==> config.mk <==
export PLATFORM = sky130hd
export DESIGN_NAME = hkvt_hash
export DESIGN_NICKNAME = d
export VERILOG_FILES = /design/src/sv/hkvt_pkg.sv /design/src/sv/hkvt_hash.sv
export SDC_FILE = /design/constraint.sdc
export NUM_CORES = 1
export LEC_CHECK = 0
export ABC_AREA = 1
export BUFFER_PORTS_ARGS = -buffer_cell sky130_fd_sc_hd__buf_2
export CAP_MARGIN = 20
export CORE_AREA = 3 3 40 42
export DETAILED_ROUTE_END_ITERATION = 6
export DIE_AREA = 0 0 43 45
export GPL_TIMING_DRIVEN = 1
export PLACE_DENSITY = 0.74
export SYNTH_ARGS = -nofsm -noshare
export SYNTH_HDL_FRONTEND = slang
export SYNTH_SLANG_ARGS = --single-unit
==> constraint.sdc <==
create_clock -name vclk -period 4.48
set_clock_uncertainty 0.2 [all_clocks]
set_input_delay 0 -clock vclk [all_inputs]
set_output_delay 0 -clock vclk [all_outputs]
set_load 0.03 [all_outputs]
==> src/sv/hkvt_pkg.sv <==
`timescale 1ns / 1ps
// Shared types, codes and constants of the hashed key-value table.
package hkvt_pkg;

    localparam int KEY_W     = 64;
    localparam int VALUE_W   = 32;
    localparam int KIND_W    = 2;
    localparam int STATUS_W  = 3;
    localparam int ENTRIES_W = 9;

    localparam int DEF_BUCKETS    = 64;
    localparam int DEF_WAYS       = 4;
    localparam int DEF_VALUE_BITS = 32;

    localparam logic [KEY_W-1:0] HASH_MULT = 64'd11400714819323198549;

    localparam logic [KIND_W-1:0] KIND_INSERT = 2'd0;
    localparam logic [KIND_W-1:0] KIND_REMOVE = 2'd1;
    localparam logic [KIND_W-1:0] KIND_MODIFY = 2'd2;
    localparam logic [KIND_W-1:0] KIND_LOOKUP = 2'd3;

    localparam logic [STATUS_W-1:0] STAT_OK        = 3'd0;
    localparam logic [STATUS_W-1:0] STAT_INVALID   = 3'd1;
    localparam logic [STATUS_W-1:0] STAT_DUPLICATE = 3'd2;
    localparam logic [STATUS_W-1:0] STAT_NOT_FOUND = 3'd3;
    localparam logic [STATUS_W-1:0] STAT_FULL      = 3'd4;

    // Outcome of one request on its bucket row.
    typedef struct packed {
        logic [STATUS_W-1:0] status;
        logic [VALUE_W-1:0]  value_out;
        logic                wr;
        logic                inc;
        logic                dec;
    } match_res_t;

endpackage

==> src/sv/hkvt_hash.sv <==
`timescale 1ns / 1ps
// Bucket index unit: key times the Fibonacci constant, modulo the bucket count.
module hkvt_hash
    import hkvt_pkg::*;
#(
    parameter int BUCKETS = DEF_BUCKETS
)
(
    input  logic                       clk,
    input  logic                       rst_n,
    input  logic                       start,
    input  logic [KEY_W-1:0]           key_in,
    output logic                       done,
    output logic [$clog2(BUCKETS)-1:0] bucket
);

    localparam int BB      = $clog2(BUCKETS);
    localparam bit IS_POW2 = ((1 << BB) == BUCKETS);

    generate
        if (IS_POW2) begin : g_pow2
            // Only the low bits of the product matter, and they depend only on
            // the low bits of both factors.
            logic [2*BB-1:0] prod;

            assign prod   = key_in[BB-1:0] * HASH_MULT[BB-1:0];
            assign bucket = prod[BB-1:0];
            assign done   = start;
        end else begin : g_iter
            localparam int MUL_STEPS = 4;
            localparam int MOD_STEPS = KEY_W / 4;
            localparam int LAST_STEP = MUL_STEPS + MOD_STEPS - 1;
            localparam int STEP_W    = $clog2(LAST_STEP + 1);
            localparam int TW        = BB + 4;

            logic [KEY_W-1:0]  key_reg;
            logic [KEY_W-1:0]  acc_reg;
            logic [KEY_W-1:0]  acc_next;
            logic [BB-1:0]     r_reg;
            logic [BB-1:0]     r_next;
            logic [STEP_W-1:0] step_reg;
            logic              busy_reg;
            logic [15:0]       chunk;
            logic [79:0]       part;
            logic [5:0]        shamt;
            logic [TW-1:0]     t;
            logic [TW-1:0]     rem;

            // Multiply phase: one 16-bit slice of the constant per step.
            // Reduce phase: one nibble of the product per step, most
            // significant first, by compare and subtract of m * BUCKETS.
            always_comb
            begin
                shamt    = {step_reg[1:0], 4'b0000};
                chunk    = 16'(HASH_MULT >> shamt);
                part     = key_reg * chunk;
                t        = {r_reg, acc_reg[KEY_W-1 -: 4]};
                rem      = t;
                acc_next = acc_reg;
                r_next   = r_reg;
                for (int m = 1; m < 16; m++)
                begin
                    if (t >= TW'(m * BUCKETS))
                    begin
                        rem = t - TW'(m * BUCKETS);
                    end
                end
                if (step_reg < STEP_W'(MUL_STEPS))
                begin
                    acc_next = acc_reg + (part[KEY_W-1:0] << shamt);
                end
                else
                begin
                    acc_next = acc_reg << 4;
                    r_next   = rem[BB-1:0];
                end
            end

            always_ff @(posedge clk or negedge rst_n)
            begin
                if (!rst_n)
                begin
                    busy_reg <= 1'b0;
                    step_reg <= '0;
                end
                else if (start)
                begin
                    busy_reg <= 1'b1;
                    step_reg <= '0;
                end
                else if (busy_reg)
                begin
                    if (step_reg == STEP_W'(LAST_STEP))
                    begin
                        busy_reg <= 1'b0;
                    end
                    step_reg <= step_reg + STEP_W'(1);
                end
            end

            always_ff @(posedge clk)
            begin
                if (start)
                begin
                    key_reg <= key_in;
                    acc_reg <= '0;
                    r_reg   <= '0;
                end
                else if (busy_reg)
                begin
                    acc_reg <= acc_next;
                    r_reg   <= r_next;
                end
            end

            assign done   = busy_reg && (step_reg == STEP_W'(LAST_STEP));
            assign bucket = r_next;
        end
    endgenerate

endmodule

# Word-level counts from Yosys, hierarchy flattened
# Cells that the tools add are included.
# word_totals
ff_bits	0
in_bits	67
output_inout_bits	7
elab_cells	1
# op_classes
n_mul	1
# op_table
operator	n
$mul A6 B5 Y6 const B	1

# Logic depth before layout (Yosys ltp)
# logic_depth
depth_word	1
depth_mapped	10
ltp_nobuf	10

# Worst setup path after synthesis
# Ideal clock, no wire load.
# synth_path
kind	input to output
start	in key_in[0]
end	out bucket[5]
arrival_ns	1.650
t_required_ns	4.280
slack_ns	2.630
stages	9
n_path_buf	0
path_cell_list	ha_1 > ha_1 > inv_1 > fa_1 > nand2_1 > nand2_1 > nand2_1 > nand2_1 > inv_1
# synth_via
elab_chain_len	1
# synth_lines
item	line_no	text
from (decl)	hkvt_hash.sv:12	input logic [KEY_W-1:0] key_in,
$mul A6 B5 Y6	hkvt_hash.sv:26	assign prod = key_in[BB-1:0] * HASH_MULT[BB-1:0];
to (decl)	hkvt_hash.sv:14	output logic [$clog2(BUCKETS)-1:0] bucket
# Every way passes these cells.

# Final worst setup path
# Ends and elaborated chain as after synthesis.

==> metrics.log <==
INFO  metric run_status = complete, no violations
INFO  metric layout.cells.most_common_list = 12 x sky130_fd_sc_hd__nand2_1, 12 x sky130_fd_sc_hd__buf_2, 10 x sky130_fd_sc_hd__inv_1
INFO  metric clkbuf_count = 0
INFO  metric sw_ratio = 67.0%
INFO  metric cp_slowest_stage_delay = 0.45 ns
INFO  metric drt_iter0_drc = 2
INFO  metric worstPathRequired = 4.28 ns
INFO  metric netlist_area = 183 um2
INFO  metric power.share.clock = 0%
INFO  metric placement.setup.worst_slack = 2.55 ns
INFO  metric drive_gt1_share = 28.6%
INFO  metric yosysUniqueCellTypes = 6
INFO  metric max-slew-margin-rel = 79.4%
INFO  metric yosys_warnings = 0
INFO  metric grt_first_pass_wirelength = 621 um
INFO  metric synth_top_cell_by_area = sky130_fd_sc_hd__ha_1
INFO  metric critical_path_maximum_fanout = 3
INFO  metric finalSetupViolCount = 0
INFO  metric power.leakage = 0.177 nW
INFO  metric crit_path_top_delay_cell = sky130_fd_sc_hd__fa_1
INFO  metric design.portCount = 74
INFO  metric hold_viol_final = 0
INFO  metric power_density = 195 mW/mm2
INFO  metric postCtsSetupBuffers = 0
INFO  metric dpl.hpwl = 355 um
INFO  metric yosysSeqAreaShare = 0%
INFO  metric maxSlewViolCount = 0
INFO  metric register_area = 0 um2
INFO  metric multiInputGateArea = 123 um2
INFO  metric initial_core_util = 14.2%
INFO  metric final_net_count = 116
INFO  metric power.share.sequential = 0%
INFO  metric min-delay-path-class = input port to primary output
INFO  metric dpl-instance-area = 239 um2
INFO  metric drt-wirelength-per-cell = 6.58 um
INFO  metric power.internal = 0.0000161 W
INFO  metric ir_worst_vdd = 0.0359 mV
INFO  metric synth_area_per_cell = 5.71 um2
INFO  metric post-synth-top-area-fraction = 27.4%
INFO  metric die-height = 45 um
INFO  metric area_growth_from_synthesis_to_layout = 36.3%
INFO  metric end_kind = primary output
INFO  metric final.period_utilization = 42.5%
INFO  metric syn-instance-count = 32
INFO  metric fin_util = 19.4%
INFO  metric actual_transition_at_the_worst_max_transition_pin = 0.307 ns
INFO  metric ys_top_cells_by_area = sky130_fd_sc_hd__ha_1 27%, sky130_fd_sc_hd__nand2_1 25%, sky130_fd_sc_hd__inv_1 21%, sky130_fd_sc_hd__buf_4 12%, sky130_fd_sc_hd__fa_1 11%
INFO  metric gp_congestion = 0.702
INFO  metric drc = 0
INFO  metric dp_cell_count = 56
INFO  metric worstPathArrival = 1.70 ns
INFO  metric antenna_violations_before_repair = 0
INFO  metric postRouteWirelength = 375 um
INFO  metric synthesis.nets = 104
INFO  metric pin_count_of_the_biggest_net_entering_global_routing = 5
INFO  metric cp_cell_sequence = buf_2 -> ha_1 -> ha_1 -> inv_1 -> fa_1 -> nand2_1 -> inv_1 -> nor2_1 -> nand2_1 -> nand2_1 -> inv_1 -> buf_2
INFO  metric unrepaired_setup_endpoints_after_global_routing = false
INFO  metric die_w = 43 um
INFO  metric final.fill_count = 153
INFO  metric cap_violations = 0
INFO  metric crit_type = input port to primary output
INFO  metric flops_and_latches = 0
INFO  metric drt-pass1-iter-count = 2
INFO  metric fp-row-count = 13
INFO  metric finalSetupTns = 0 ns
INFO  metric final_cell_count_no_fill = 57
INFO  metric period_needed = 1.90 ns
INFO  metric antenna_diode_count = 0
INFO  metric first_global_vias = 180
INFO  metric timing.fmax = 0.526 GHz
INFO  metric setup_ws_post_layout = 2.58 ns
INFO  metric route.detailed.vias_per_inst = 3.49
INFO  metric route.vias.total = 199
INFO  metric placement.io_buffers = 12
INFO  metric full_die_area = 0.00194 mm2
INFO  metric gr-usage-all-layers = 3.82%
INFO  metric postRouteAntennaNets = 0
INFO  metric power_frac_comb = 100.0%
INFO  metric core_area = 0.00128 mm2
INFO  metric layout.cell_area.non_filler = 249 um2
INFO  metric power.switching = 0.0000326 W
INFO  metric grt_overflow = 0
INFO  metric critical_path.startpoint_type = input port
path summary, 6_finish.rpt:
kind / from / end / slack (ns) / cells past startpoint
max: key_in[0] / bucket[5] / 2.58 / 12
min: key_in[0] / bucket[0] / 0.07 / 2
through the flow:
stage	hold WS (ns)	power [W]
after floorplan	-0.0683	0.0000378
after global placement	-0.200	0.0000463
after detailed placement	-0.200	0.0000477
after CTS	0.0717	0.0000495
after global routing	0.0769	0.0000546
final	0.0698	0.0000486
logic make-up (layout without fill, tap and decap cells):
family,after synthesis,in the layout,synth area share [%]
fa+ha+maj,5,5,38.4
simple gates,14,14,28.8
buf+inv,13,23,32.9
routing by layer:
metal  part of all wire, %  vias to the layer above  global-route usage, %
li1                      -                      107                      -
met1                    38                       81                   4.78
met2                    47                       11                   7.49
met3                    15                        0                  0.398
met4                     0                        0                      0
met5                     0                        -                      0
final cells by class:
| type | count | share of cell area [%] |
|---|---|---|
| well taps | 15 | 7.54 |
| multi-input cells | 19 | 49.2 |
| inverters | 10 | 15.1 |
| repair buffers | 13 | 28.1 |
cells in the mapped netlist:
cell,count
sky130_fd_sc_hd__nand2_1,12
sky130_fd_sc_hd__nor2_1,2
sky130_fd_sc_hd__inv_1,10
sky130_fd_sc_hd__buf_4,3
sky130_fd_sc_hd__fa_1,1
sky130_fd_sc_hd__ha_1,4
critical path: cells and delay by family:
| family | cells | cell delay [ns] |
|---|---|---|
| fa+ha+maj | 3 | 1.02 |
| buf+inv | 5 | 0.38 |
| simple gates | 4 | 0.28 |
timing repair:
action,4_1_cts,5_1_grt
hold endpoints to repair,1,0
resized for setup,0,0
hold buffers,1,0
setup endpoints to repair,0,0
power groups by stage:
stage	combinational [W]	clock, W	sequential (W)
after floorplan	0.0000378	0	0
after global placement	0.0000463	0	0
after detailed placement	0.0000477	0	0
after CTS	0.0000495	0	0
after global routing	0.0000546	0	0
final	0.0000486	0	0
Power figures use the tool's default switching activity.
