$ cat src/sv/hkvt_pkg.sv
`timescale 1ns / 1ps
// Shared types, codes and constants of the hashed key-value table.
package hkvt_pkg;

    localparam int KEY_W     = 64;
    localparam int VALUE_W   = 32;
    localparam int KIND_W    = 2;
    localparam int STATUS_W  = 3;
    localparam int ENTRIES_W = 9;

    localparam int DEF_BUCKETS    = 64;
    localparam int DEF_WAYS       = 4;
    localparam int DEF_VALUE_BITS = 32;

    localparam logic [KEY_W-1:0] HASH_MULT = 64'd11400714819323198549;

    localparam logic [KIND_W-1:0] KIND_INSERT = 2'd0;
    localparam logic [KIND_W-1:0] KIND_REMOVE = 2'd1;
    localparam logic [KIND_W-1:0] KIND_MODIFY = 2'd2;
    localparam logic [KIND_W-1:0] KIND_LOOKUP = 2'd3;

    localparam logic [STATUS_W-1:0] STAT_OK        = 3'd0;
    localparam logic [STATUS_W-1:0] STAT_INVALID   = 3'd1;
    localparam logic [STATUS_W-1:0] STAT_DUPLICATE = 3'd2;
    localparam logic [STATUS_W-1:0] STAT_NOT_FOUND = 3'd3;
    localparam logic [STATUS_W-1:0] STAT_FULL      = 3'd4;

    // Outcome of one request on its bucket row.
    typedef struct packed {
        logic [STATUS_W-1:0] status;
        logic [VALUE_W-1:0]  value_out;
        logic                wr;
        logic                inc;
        logic                dec;
    } match_res_t;

endpackage

$ cat src/sv/hkvt_match.sv
`timescale 1ns / 1ps
// Row update logic: compares the keys of one bucket row and forms the new row.
module hkvt_match
    import hkvt_pkg::*;
#(
    parameter int WAYS  = DEF_WAYS,
    parameter int VAL_W = DEF_VALUE_BITS
)
(
    input  logic [KIND_W-1:0]                 kind,
    input  logic [KEY_W-1:0]                  key,
    input  logic [VAL_W-1:0]                  value,
    input  logic [WAYS-1:0]                   row_valid,
    input  logic [WAYS-1:0][KEY_W-1:0]        row_keys,
    input  logic [WAYS-1:0][VAL_W-1:0]        row_vals,
    output logic [WAYS-1:0]                   new_valid,
    output logic [WAYS-1:0][KEY_W-1:0]        new_keys,
    output logic [WAYS-1:0][VAL_W-1:0]        new_vals,
    output match_res_t                        res
);

    localparam int IDX_W = (WAYS > 1) ? $clog2(WAYS) : 1;

    logic [WAYS-1:0]  hit;
    logic             hit_any;
    logic [IDX_W-1:0] hit_idx;
    logic             free_any;
    logic [IDX_W-1:0] free_idx;
    logic             arg_bad;

    always_comb
    begin
        hit_any  = 1'b0;
        hit_idx  = '0;
        free_any = 1'b0;
        free_idx = '0;
        for (int w = WAYS - 1; w >= 0; w--)
        begin
            hit[w] = row_valid[w] && (row_keys[w] == key);
            if (hit[w])
            begin
                hit_any = 1'b1;
                hit_idx = IDX_W'(w);
            end
            if (!row_valid[w])
            begin
                free_any = 1'b1;
                free_idx = IDX_W'(w);
            end
        end
    end

    always_comb
    begin
        arg_bad   = (key == '0) ||
                    ((kind inside {KIND_INSERT, KIND_MODIFY}) && (value == '0));
        new_valid = row_valid;
        new_keys  = row_keys;
        new_vals  = row_vals;
        res       = '0;
        res.status = STAT_OK;
        if (arg_bad)
        begin
            res.status = STAT_INVALID;
        end
        else
        begin
            case (kind)
                KIND_INSERT:
                begin
                    if (hit_any)
                    begin
                        res.status = STAT_DUPLICATE;
                    end
                    else if (!free_any)
                    begin
                        res.status = STAT_FULL;
                    end
                    else
                    begin
                        new_valid[free_idx] = 1'b1;
                        new_keys[free_idx]  = key;
                        new_vals[free_idx]  = value;
                        res.wr  = 1'b1;
                        res.inc = 1'b1;
                    end
                end
                KIND_REMOVE:
                begin
                    if (!hit_any)
                    begin
                        res.status = STAT_NOT_FOUND;
                    end
                    else
                    begin
                        new_valid[hit_idx] = 1'b0;
                        res.wr  = 1'b1;
                        res.dec = 1'b1;
                    end
                end
                KIND_MODIFY:
                begin
                    if (!hit_any)
                    begin
                        res.status = STAT_NOT_FOUND;
                    end
                    else
                    begin
                        new_vals[hit_idx] = value;
                        res.wr = 1'b1;
                    end
                end
                KIND_LOOKUP:
                begin
                    if (!hit_any)
                    begin
                        res.status = STAT_NOT_FOUND;
                    end
                    else
                    begin
                        res.value_out = VALUE_W'(row_vals[hit_idx]);
                    end
                end
                default:
                begin
                    res.status = STAT_INVALID;
                end
            endcase
        end
    end

endmodule

$ cat config.mk
export PLATFORM = sky130hd
export DESIGN_NAME = hkvt_match
export DESIGN_NICKNAME = d
export VERILOG_FILES = /design/src/sv/hkvt_pkg.sv /design/src/sv/hkvt_match.sv
export SDC_FILE = /design/constraint.sdc
export NUM_CORES = 1
export LEC_CHECK = 0
export BUFFER_PORTS_ARGS = -buffer_cell sky130_fd_sc_hd__buf_2
export CAP_MARGIN = 10
export CORE_AREA = 4 4 349 351
export DETAILED_ROUTE_END_ITERATION = 8
export DIE_AREA = 0 0 353 355
export SLEW_MARGIN = 15
export SYNTH_ARGS = -nofsm -noshare
export SYNTH_HDL_FRONTEND = slang
export SYNTH_SLANG_ARGS = --single-unit
$ cat constraint.sdc
create_clock -name vclk -period 5.9
set_input_delay 0.885 -clock vclk [all_inputs]
set_output_delay 0.885 -clock vclk [all_outputs]
set_load 0.005 [all_outputs]
# Word-level counts from Yosys, hierarchy flattened
# Index checks and enable logic that the tools add are counted.
# W data, S select, Z words.
[word_totals]
register_bits = 0
inputBits = 486
output_inout_bits = 426
wordCells = 87
[op_classes]
magnitude_cmp = 4
eq_ne = 7
mux = 59
bitwise = 3
reduce_logical = 14
[op_table]
columns = ["cell", "n"]
rows = [
  ["$mux W256", 4],
  ["$mux W128", 4],
  ["$bwmux W128", 2],
  ["$bwmux W256", 1],
  ["$eq A64 B64 Y1", 4],
  ["$pmux W128 S2", 1],
  ["$mux W32", 5],
  ["$demux W32 S2", 2],
  ["$demux W64 S2", 1],
  ["$bmux W32 S2", 1],
  ["$logic_not A64 Y1", 1],
  ["$mux W64", 1],
  ["$mux W35", 1],
  ["$logic_not A32 Y1", 1],
  ["$mux W2", 11],
  ["$mux W4", 4],
  ["$mux W1", 13],
  ["$mux W3", 3],
  ["$pmux W4 S2", 1],
  ["$logic_and A1 B1 Y1", 7],
  ["$lt A2 B3 Y1 const B", 2],
  ["$pmux W3 S2", 1],
  ["$and A4 B4 Y4", 1],
  ["$demux W1 S2", 2],
  ["other kinds (11)", 13],
]

# Longest topological paths before layout
# Gate-level depths: netlist of the first run.
[logic_depth]
ltp_word = 15
mapped_depth = 12
depth_no_buf = 9

# Least setup slack after synthesis of the first run
# Ideal clock, no wire load.
[synth_path]
path_type = "input to output"
start = "in key[61]"
end = "out new_keys[104] (netlist bit)"
arrival_ns = 3.157
t_required_ns = 5.015
setup_slack_ns = 1.858
path_stages = 11
path_buffers = 4
path_cell_list = "buf_2 nor2b_1 a2111o_1 nor4_2 nand4_1 o22ai_2 or3_1 buf_2 buf_6 buf_6 mux2_1"
[synth_lines]
columns = ["item", "line_no", "text"]
rows = [
  ["from (decl)", "hkvt_match.sv:11", "input logic [KEY_W-1:0] key,"],
  ["to (decl)", "hkvt_match.sv:17", "output logic [WAYS-1:0][KEY_W-1:0] new_keys,"],
]

==> flow_metrics.py, run 1 <==
metrics = {
    "synth": {
        "syn_area_um2": 9240,
        "syn_avg_cell_area_um2": 8.39,
        "synthCells": 1101,
        "synth_seq_area_share": 0,
        "synth_top_cell_area_share": 0.204,
        "synth_fp_nets": 1593,
        "synth.area.top_cells": "xnor2_1, mux2_2, a22o_1",
        "synthDistinctLibCells": 49,
        "yosys_warnings": 0,
        "synth_top_area_cell": "xnor2_1",
    },
    "worst_setup_path": {
        "worst-setup-path-type": "in2out",
        "cp.arrival_ps": 4680,
        "crit_required_ps": 5020,
        "worst_setup_path_end_kind": "output pin",
        "path_max_fanout": 17,
        "max_stage_delay_ps": 590,
        "crit_family": "simple AND/OR/NAND/NOR gates",
        "critPathBufInv": 6,
        "cp_cell_sequence": "buf_2 > xnor2_1 > nand4_1 > nor4_2 > nand4_1 > buf_4 > or2_0 > buf_4 > nor3_1 > o221ai_4 > buf_12 > buf_12 > a22o_1 > buf_2",
        "slowest_stage": "xnor2_1",
        "critPathLaunchType": "input pin",
    },
    "die": {
        "die_h_um": 355,
        "dieArea_um2": 125000,
        "die_x_um": 353,
        "core_area_um2": 119000,
        "start_util": 0.0776,
        "rows": 127,
        "io_pins": 912,
    },
    "power_and_ir_drop": {
        "vdd_drop_max_v": 0.0000405,
        "p_seq_frac": 0,
        "power.internal_w": 0.000563,
        "leakagePower_nw": 7.53,
        "p_clk_frac": 0,
        "power_frac_comb": 1.000,
        "p_sw_frac": 0.592,
        "p_switching_w": 0.000817,
        "power_w": 0.00138,
        "powerDensity_nw_per_um2": 82.4,
    },
    "drt": {
        "drtAntennaViolNets": 0,
        "first_iter_violations": 1565,
        "viasPerCell": 4.18,
        "dr.pass1.iters": 5,
        "wl_per_cell_um": 38.9,
        "routed_wl_mm": 140,
        "vias": 15100,
        "drc_errors": 0,
    },
    "placement": {
        "dp_hpwl_mm": 127,
        "io_buffers": 912,
        "place_inst": 3570,
        "place.gp.congestion": 0.938,
    },
    "grt": {
        "antenna_found_initial": 116,
        "grt.total_usage": 0.209,
        "grt_pass1_wl_mm": 171,
        "grt_pass1_vias": 14800,
        "grt_max_degree": 33,
        "grt_overflow": 0,
    },
    "sta": {
        "slew_viol_final": 0,
        "grt_setup_unrepaired": "no",
        "tightest_slew_ps": 768,
        "setup_tns_ps": 0,
        "fin_crit_sh": 0.943,
        "fmax_ghz": 0.180,
        "slew_headroom": 0.488,
        "setup_viol": 0,
        "period_minus_slack_ps": 5560,
        "hold_viol": 0,
    },
    "cts": {
        "cts_hold_buf": 0,
        "post_cts_buffers": 0,
    },
    "flow_run": {
        "maxCapViolCount": 0,
    },
    "cells_and_area": {
        "area.sequential_um2": 0,
        "num-nets-final": 2516,
        "fin_util": 0.141,
        "drive_gt1_frac": 0.620,
        "clock_buffer_count": 0,
        "area_growth_pct": 81.3,
        "layout_common_cells": "buf_2, xnor2_1, mux2_2, a22o_1, buf_4",
        "nFlopsAndLatches": 0,
        "instances_no_fill": 3605,
        "final_common_cell": "buf_2",
    },
    "status": {
        "status": "finished, final reports clean",
    },
    "hold_path": {
        "hold_path_class": "in2out",
    },
}
## power groups by stage
| stage | clock [W] | sequential [W] | combinational [W] |
|---|---|---|---|
| floorplan | 0 | 0 | 0.000501 |
| global placement | 0 | 0 | 0.00138 |
| detailed placement | 0 | 0 | 0.00138 |
| CTS | 0 | 0 | 0.00139 |
| global route | 0.000000000388 | 0 | 0.00145 |
| finish | 0.000000000454 | 0 | 0.00138 |
## routing by layer
layer,part of all wire,GRT usage,vias to the layer above
li1,-,-,6075
met3,0.091,0.0547,271
met4,0.033,0.0459,6
met1,0.41,0.268,7479
met5,0.00026,0,-
met2,0.46,0.354,1243
## stage by stage
stage / hold slack (ps) / cell area [um2] / setup WS (ps)
4_1_cts: 2070 / 16600 / 33.0
5_1_grt: 2090 / 16700 / 125
2_1_floorplan: 1870 / 9240 / 1860
3_5_place_dp: 2070 / 16600 / 44.3
3_3_place_gp: 2070 / 16600 / 12.5
6_report: 2080 / 16700 / 337
## worst paths after layout
kind	endpoint	depth (start not counted)	start	slack, ps
worst max-delay path	new_vals[105]	14	key[43]	340
worst min-delay path	new_vals[3]	3	row_vals[3]	2080
## layout make-up
| class | count | area, um2 |
|---|---|---|
| Timing Repair Buffer | 1056 | 6150 |
| Tap cell | 1548 | 1940 |
| Fill cell | 13800 | 102000 |
| Inverter | 17 | 63.8 |
| Antenna cell | 35 | 87.6 |
| Multi-Input combinational cell | 949 | 8510 |
## cells by family after synthesis
kind of cell               count (synthesis)  synth area share
and+or+nand+nor                          188             0.122
AOI/OAI and AO/OA                        234             0.210
xor gates and xnor gates                 239             0.227
adders and majority gates                  6           0.00813
buffers and inverters                    152            0.0938
muxes                                    282             0.340
## cell usage after synthesis, types with 2 or more instances
library cell,n
a21oi_1,2
inv_1,17
nand3_1,13
or3_1,3
a211oi_2,8
nor2b_1,16
nand2b_1,7
mux2_2,158
and4_1,2
o21ai_0,14
buf_4,21
nand4_1,63
nand2_2,2
o22ai_1,34
nor4_2,4
buf_2,95
buf_6,13
mux2i_1,32
clkbuf_1,5
ha_1,6
nor2_1,11
nor4_1,43
o221ai_1,6
nand2_1,13
or2_2,2
o21ai_1,2
a2111o_1,5
a22o_1,128
a211oi_1,24
xor2_1,24
mux2_1,92
xnor2_1,215
o21ai_2,2
nor3_1,4
## what timing repair did
item / CTS / global route
resized for setup: 0 / 1
setup endpoints to repair: 0 / 1
hold endpoints to repair: 0 / 0
No activity file was read; power rests on OpenSTA's default activity.
==> run 2: changes to the inputs <==
CORE_AREA = 4 4 353 355   (was 4 4 349 351)
DIE_AREA = 0 0 357 359   (was 0 0 353 355)
TNS_END_PERCENT = 5   (was not set)
==> flow_metrics.py, run 2 (synthesis gave the netlist of run 1 again) <==
metrics = {
    "cells_and_area": {
        "area.sequential_um2": 0,
        "fin_util": 0.137,
        "clock_buffer_count": 0,
        "final_common_cell": "buf_2",
        "num-nets-final": 2505,
        "area_growth_pct": 80.3,
        "nFlopsAndLatches": 0,
        "layout_common_cells": "buf_2, xnor2_1, mux2_2, a22o_1, buf_4",
        "drive_gt1_frac": 0.618,
        "multiInputGateArea_um2": 8510,
        "design_area_um2": 16700,
        "n_fill_cell": 14200,
    },
    "drt": {
        "first_iter_violations": 1035,
        "wl_per_cell_um": 38.8,
        "drc_errors": 0,
        "routed_wl_mm": 142,
        "dr.pass1.iters": 5,
        "viasPerCell": 4.00,
        "drtAntennaViolNets": 0,
        "vias": 14600,
    },
    "placement": {
        "placed_area_um2": 16600,
        "dp_hpwl_mm": 130,
        "place.gp.congestion": 0.932,
        "io_buffers": 912,
    },
    "status": {
        "status": "finished, final reports clean",
    },
    "worst_setup_path": {
        "critPathLaunchType": "input pin",
        "worst-setup-path-type": "in2out",
        "cp_cell_sequence": "buf_2 > xnor2_1 > nand4_1 > nor4_2 > nand4_1 > o22ai_1 > or3_2 > buf_4 > o22ai_1 > a211oi_1 > buf_4 > buf_2",
        "path_max_fanout": 33,
        "cp.arrival_ps": 4880,
        "crit_required_ps": 5020,
        "slowest_stage": "a211oi_1",
        "crit_start": "key[34]",
        "max_stage_delay_ps": 520,
        "crit_family": "simple AND/OR/NAND/NOR gates",
        "worst_setup_path_end_kind": "output pin",
        "critPathBufInv": 4,
    },
    "grt": {
        "grt_max_degree": 34,
        "grt.total_usage": 0.209,
        "antenna_found_initial": 116,
        "grt_pass1_vias": 14600,
        "grt_overflow": 0,
        "grt_pass1_wl_mm": 174,
    },
    "sta": {
        "timing.hold.ws_ps": 2080,
        "tightest_slew_ps": 1060,
        "slew_viol_final": 0,
        "hold_viol": 0,
        "slew_headroom": 0.289,
        "setup_tns_ps": 0,
        "fin_crit_sh": 0.977,
        "fmax_ghz": 0.174,
        "grt_setup_unrepaired": "no",
        "setup_viol": 0,
        "period_minus_slack_ps": 5760,
    },
    "die": {
        "io_pins": 912,
        "core_area_um2": 121000,
        "die_x_um": 357,
        "start_util": 0.0761,
        "dieArea_um2": 128000,
        "rows": 128,
        "die_h_um": 359,
    },
    "power_and_ir_drop": {
        "power_w": 0.00140,
        "leakagePower_nw": 7.43,
        "vdd_drop_max_v": 0.0000391,
        "p_sw_frac": 0.603,
        "power_frac_comb": 1.000,
        "power.internal_w": 0.000555,
        "powerDensity_nw_per_um2": 84.0,
        "p_seq_frac": 0,
        "p_switching_w": 0.000844,
        "p_clk_frac": 0,
    },
    "hold_path": {
        "hold_path_class": "in2out",
        "min_from": "row_keys[107]",
    },
    "flow_run": {
        "maxCapViolCount": 0,
    },
    "cts": {
        "cts_hold_buf": 0,
    },
}
[run 2: changes by cell type in the layout (fill, tap and decap cells not counted)]
cell     before  now
diode_2      35   23
buf_12       40   34
buf_4       104  100
buf_2       912  911
[run 2: final timing paths]
kind            end  slack [ps]  cells after the start
max         res[24]         140                     12
min   new_keys[107]        2080                      3
[run 2: per-layer routing]
layer | wire length, um | part of all wire | GRT usage | vias up
met5 | 28 | 0.00020 | 0 | -
li1 | - | - | - | 6045
met1 | 62300 | 0.44 | 0.276 | 7297
met4 | 2210 | 0.016 | 0.0198 | 4
met2 | 68900 | 0.49 | 0.369 | 1054
met3 | 8570 | 0.060 | 0.0323 | 222
[run 2: final cells by class]
type | count | area share
multi-input cells | 949 | 0.511
repair buffers | 1045 | 0.360
well taps | 1625 | 0.122
inverters | 17 | 0.00383
diodes | 23 | 0.00346
[run 2: power groups by stage]
stage | Combinational, W | Sequential [W] | Clock (W)
after floorplan | 0.000501 | 0 | 0
after global placement | 0.00142 | 0 | 0
after detailed placement | 0.00140 | 0 | 0
after CTS | 0.00141 | 0 | 0
after global routing | 0.00147 | 0 | 0.000000000252
final | 0.00140 | 0 | 0.000000000454
[run 2: stage by stage]
step / instances / setup slack (ps)
after floorplan: 1101 / 1860
after global placement: 3636 / -325
after detailed placement: 3636 / -199
after CTS: 3636 / 46.6
after global routing: 3647 / 11.8
final: 3659 / 138
[run 2: repair_timing]
item	in CTS	in global routing
gates resized for setup	3	0
setup endpoints to repair	7	0
setup buffers	0	0
==> run 3: changes to the inputs <==
PLACE_DENSITY = 0.3   (was not set)
SLEW_MARGIN = 20   (was 15)
==> flow_metrics.py, run 3 (synthesis gave the netlist of run 1 again) <==
metrics = {
    "sta": {
        "period_minus_slack_ps": 5690,
        "slew_headroom": 0.294,
        "timing.hold.ws_ps": 2080,
        "slew_viol_final": 0,
        "fmax_ghz": 0.176,
        "setup_tns_ps": 0,
        "tightest_slew_ps": 1050,
        "hold_viol": 0,
        "setup_viol": 0,
        "fin_crit_sh": 0.965,
        "fin_ws_ps": 208,
        "grt_setup_unrepaired": "no",
    },
    "cells_and_area": {
        "num-nets-final": 2486,
        "drive_gt1_frac": 0.613,
        "area_growth_pct": 77.7,
        "nFlopsAndLatches": 0,
        "n_fill_cell": 14300,
        "final_common_cell": "buf_2",
        "fin_util": 0.135,
        "clock_buffer_count": 0,
        "layout_common_cells": "buf_2, xnor2_1, mux2_2, a22o_1, mux2_1",
        "area.sequential_um2": 0,
    },
    "worst_setup_path": {
        "worst-setup-path-type": "in2out",
        "crit_required_ps": 5020,
        "slowest_stage": "a311oi_1",
        "crit_start": "key[39]",
        "critPathLaunchType": "input pin",
        "max_stage_delay_ps": 640,
        "cp.arrival_ps": 4810,
        "worst_setup_path_end_kind": "output pin",
        "cp_cell_sequence": "buf_2 > xnor2_1 > nand4_1 > nor4_1 > nand4_1 > buf_4 > a311oi_1 > o21ai_4 > buf_12 > mux2i_1 > a211oi_1 > buf_2",
        "path_max_fanout": 16,
    },
    "drt": {
        "dr.pass1.iters": 5,
        "routed_wl_mm": 116,
        "viasPerCell": 3.84,
        "first_iter_violations": 867,
        "wl_per_cell_um": 31.8,
        "vias": 13900,
        "drtAntennaViolNets": 0,
        "drc_errors": 0,
    },
    "hold_path": {
        "hold_path_class": "in2out",
        "hold_end": "new_vals[62]",
        "hold_path_depth": 3,
        "min_from": "row_vals[62]",
    },
    "power_and_ir_drop": {
        "leakagePower_nw": 7.32,
        "powerDensity_nw_per_um2": 76.7,
        "vdd_drop_max_v": 0.0000324,
    },
    "grt": {
        "grt.total_usage": 0.169,
        "antenna_found_initial": 73,
        "grt_pass1_wl_mm": 146,
        "met3_usage": 0.0350,
        "grt_pass1_vias": 14300,
        "grt_use_met2": 0.294,
        "grt_busiest_layer": "met2",
        "grt.met1_usage": 0.221,
        "grt_overflow": 0,
        "grt_max_degree": 34,
    },
    "die": {
        "rows": 128,
        "dieArea_um2": 128000,
        "core_area_um2": 121000,
        "io_pins": 912,
        "die_h_um": 359,
        "start_util": 0.0761,
        "die_x_um": 357,
    },
    "placement": {
        "place.gp.congestion": 0.886,
        "dp_hpwl_mm": 103,
        "io_buffers": 912,
        "dp_slack_ps": 130,
    },
    "cts": {
        "cts_hold_buf": 0,
        "ctsResizeCount": 0,
        "post_cts_buffers": 0,
    },
    "flow_run": {
        "maxCapViolCount": 0,
    },
    "status": {
        "status": "finished, final reports clean",
    },
}
## run 3: routing by layer
metal | share of wire | routed length [um]
met1 | 0.43 | 50100
met2 | 0.48 | 54900
met3 | 0.076 | 8770
met4 | 0.014 | 1650
met5 | 0.0014 | 160
## run 3: area by class of cell
type | count | area, um2 | share of cell area
multi-input cells | 949 | 8500 | 0.518
diodes | 14 | 35.0 | 0.00213
well taps | 1625 | 2030 | 0.124
repair buffers | 1026 | 5780 | 0.352
inverters | 17 | 63.8 | 0.00389
## run 3: through the flow
step | area (um2) | cells | total power, W
floorplan | 9240 | 1101 | 0.000501
global placement | 16400 | 3617 | 0.00128
detailed placement | 16400 | 3617 | 0.00127
CTS | 16400 | 3617 | 0.00128
global route | 16400 | 3618 | 0.00134
finish | 16400 | 3631 | 0.00126
## run 3: worst max-delay path by stage
stage / endpoint / cells past startpoint
2_1_floorplan: new_keys[104] / 11
3_3_place_gp: new_keys[27] / 14
3_5_place_dp: new_keys[27] / 14
4_1_cts: new_keys[27] / 14
5_1_grt: new_keys[27] / 14
6_report: res[24] / 12
## run 3: where the power goes
group | switching, W | total (W) | internal, W
registers | 0 | 0 | 0
logic | 0.000725 | 0.00126 | 0.000535
clock network | 0 | 0.000000000140 | 0.000000000140
total | 0.000725 | 0.00126 | 0.000535
## run 3: critical path, delay by kind of cell
family | cells | cell delay (ps)
buf+inv | 4 | 850
xor+xnor | 1 | 560
mux | 1 | 130
simple gates | 3 | 1090
compound gates | 3 | 1270
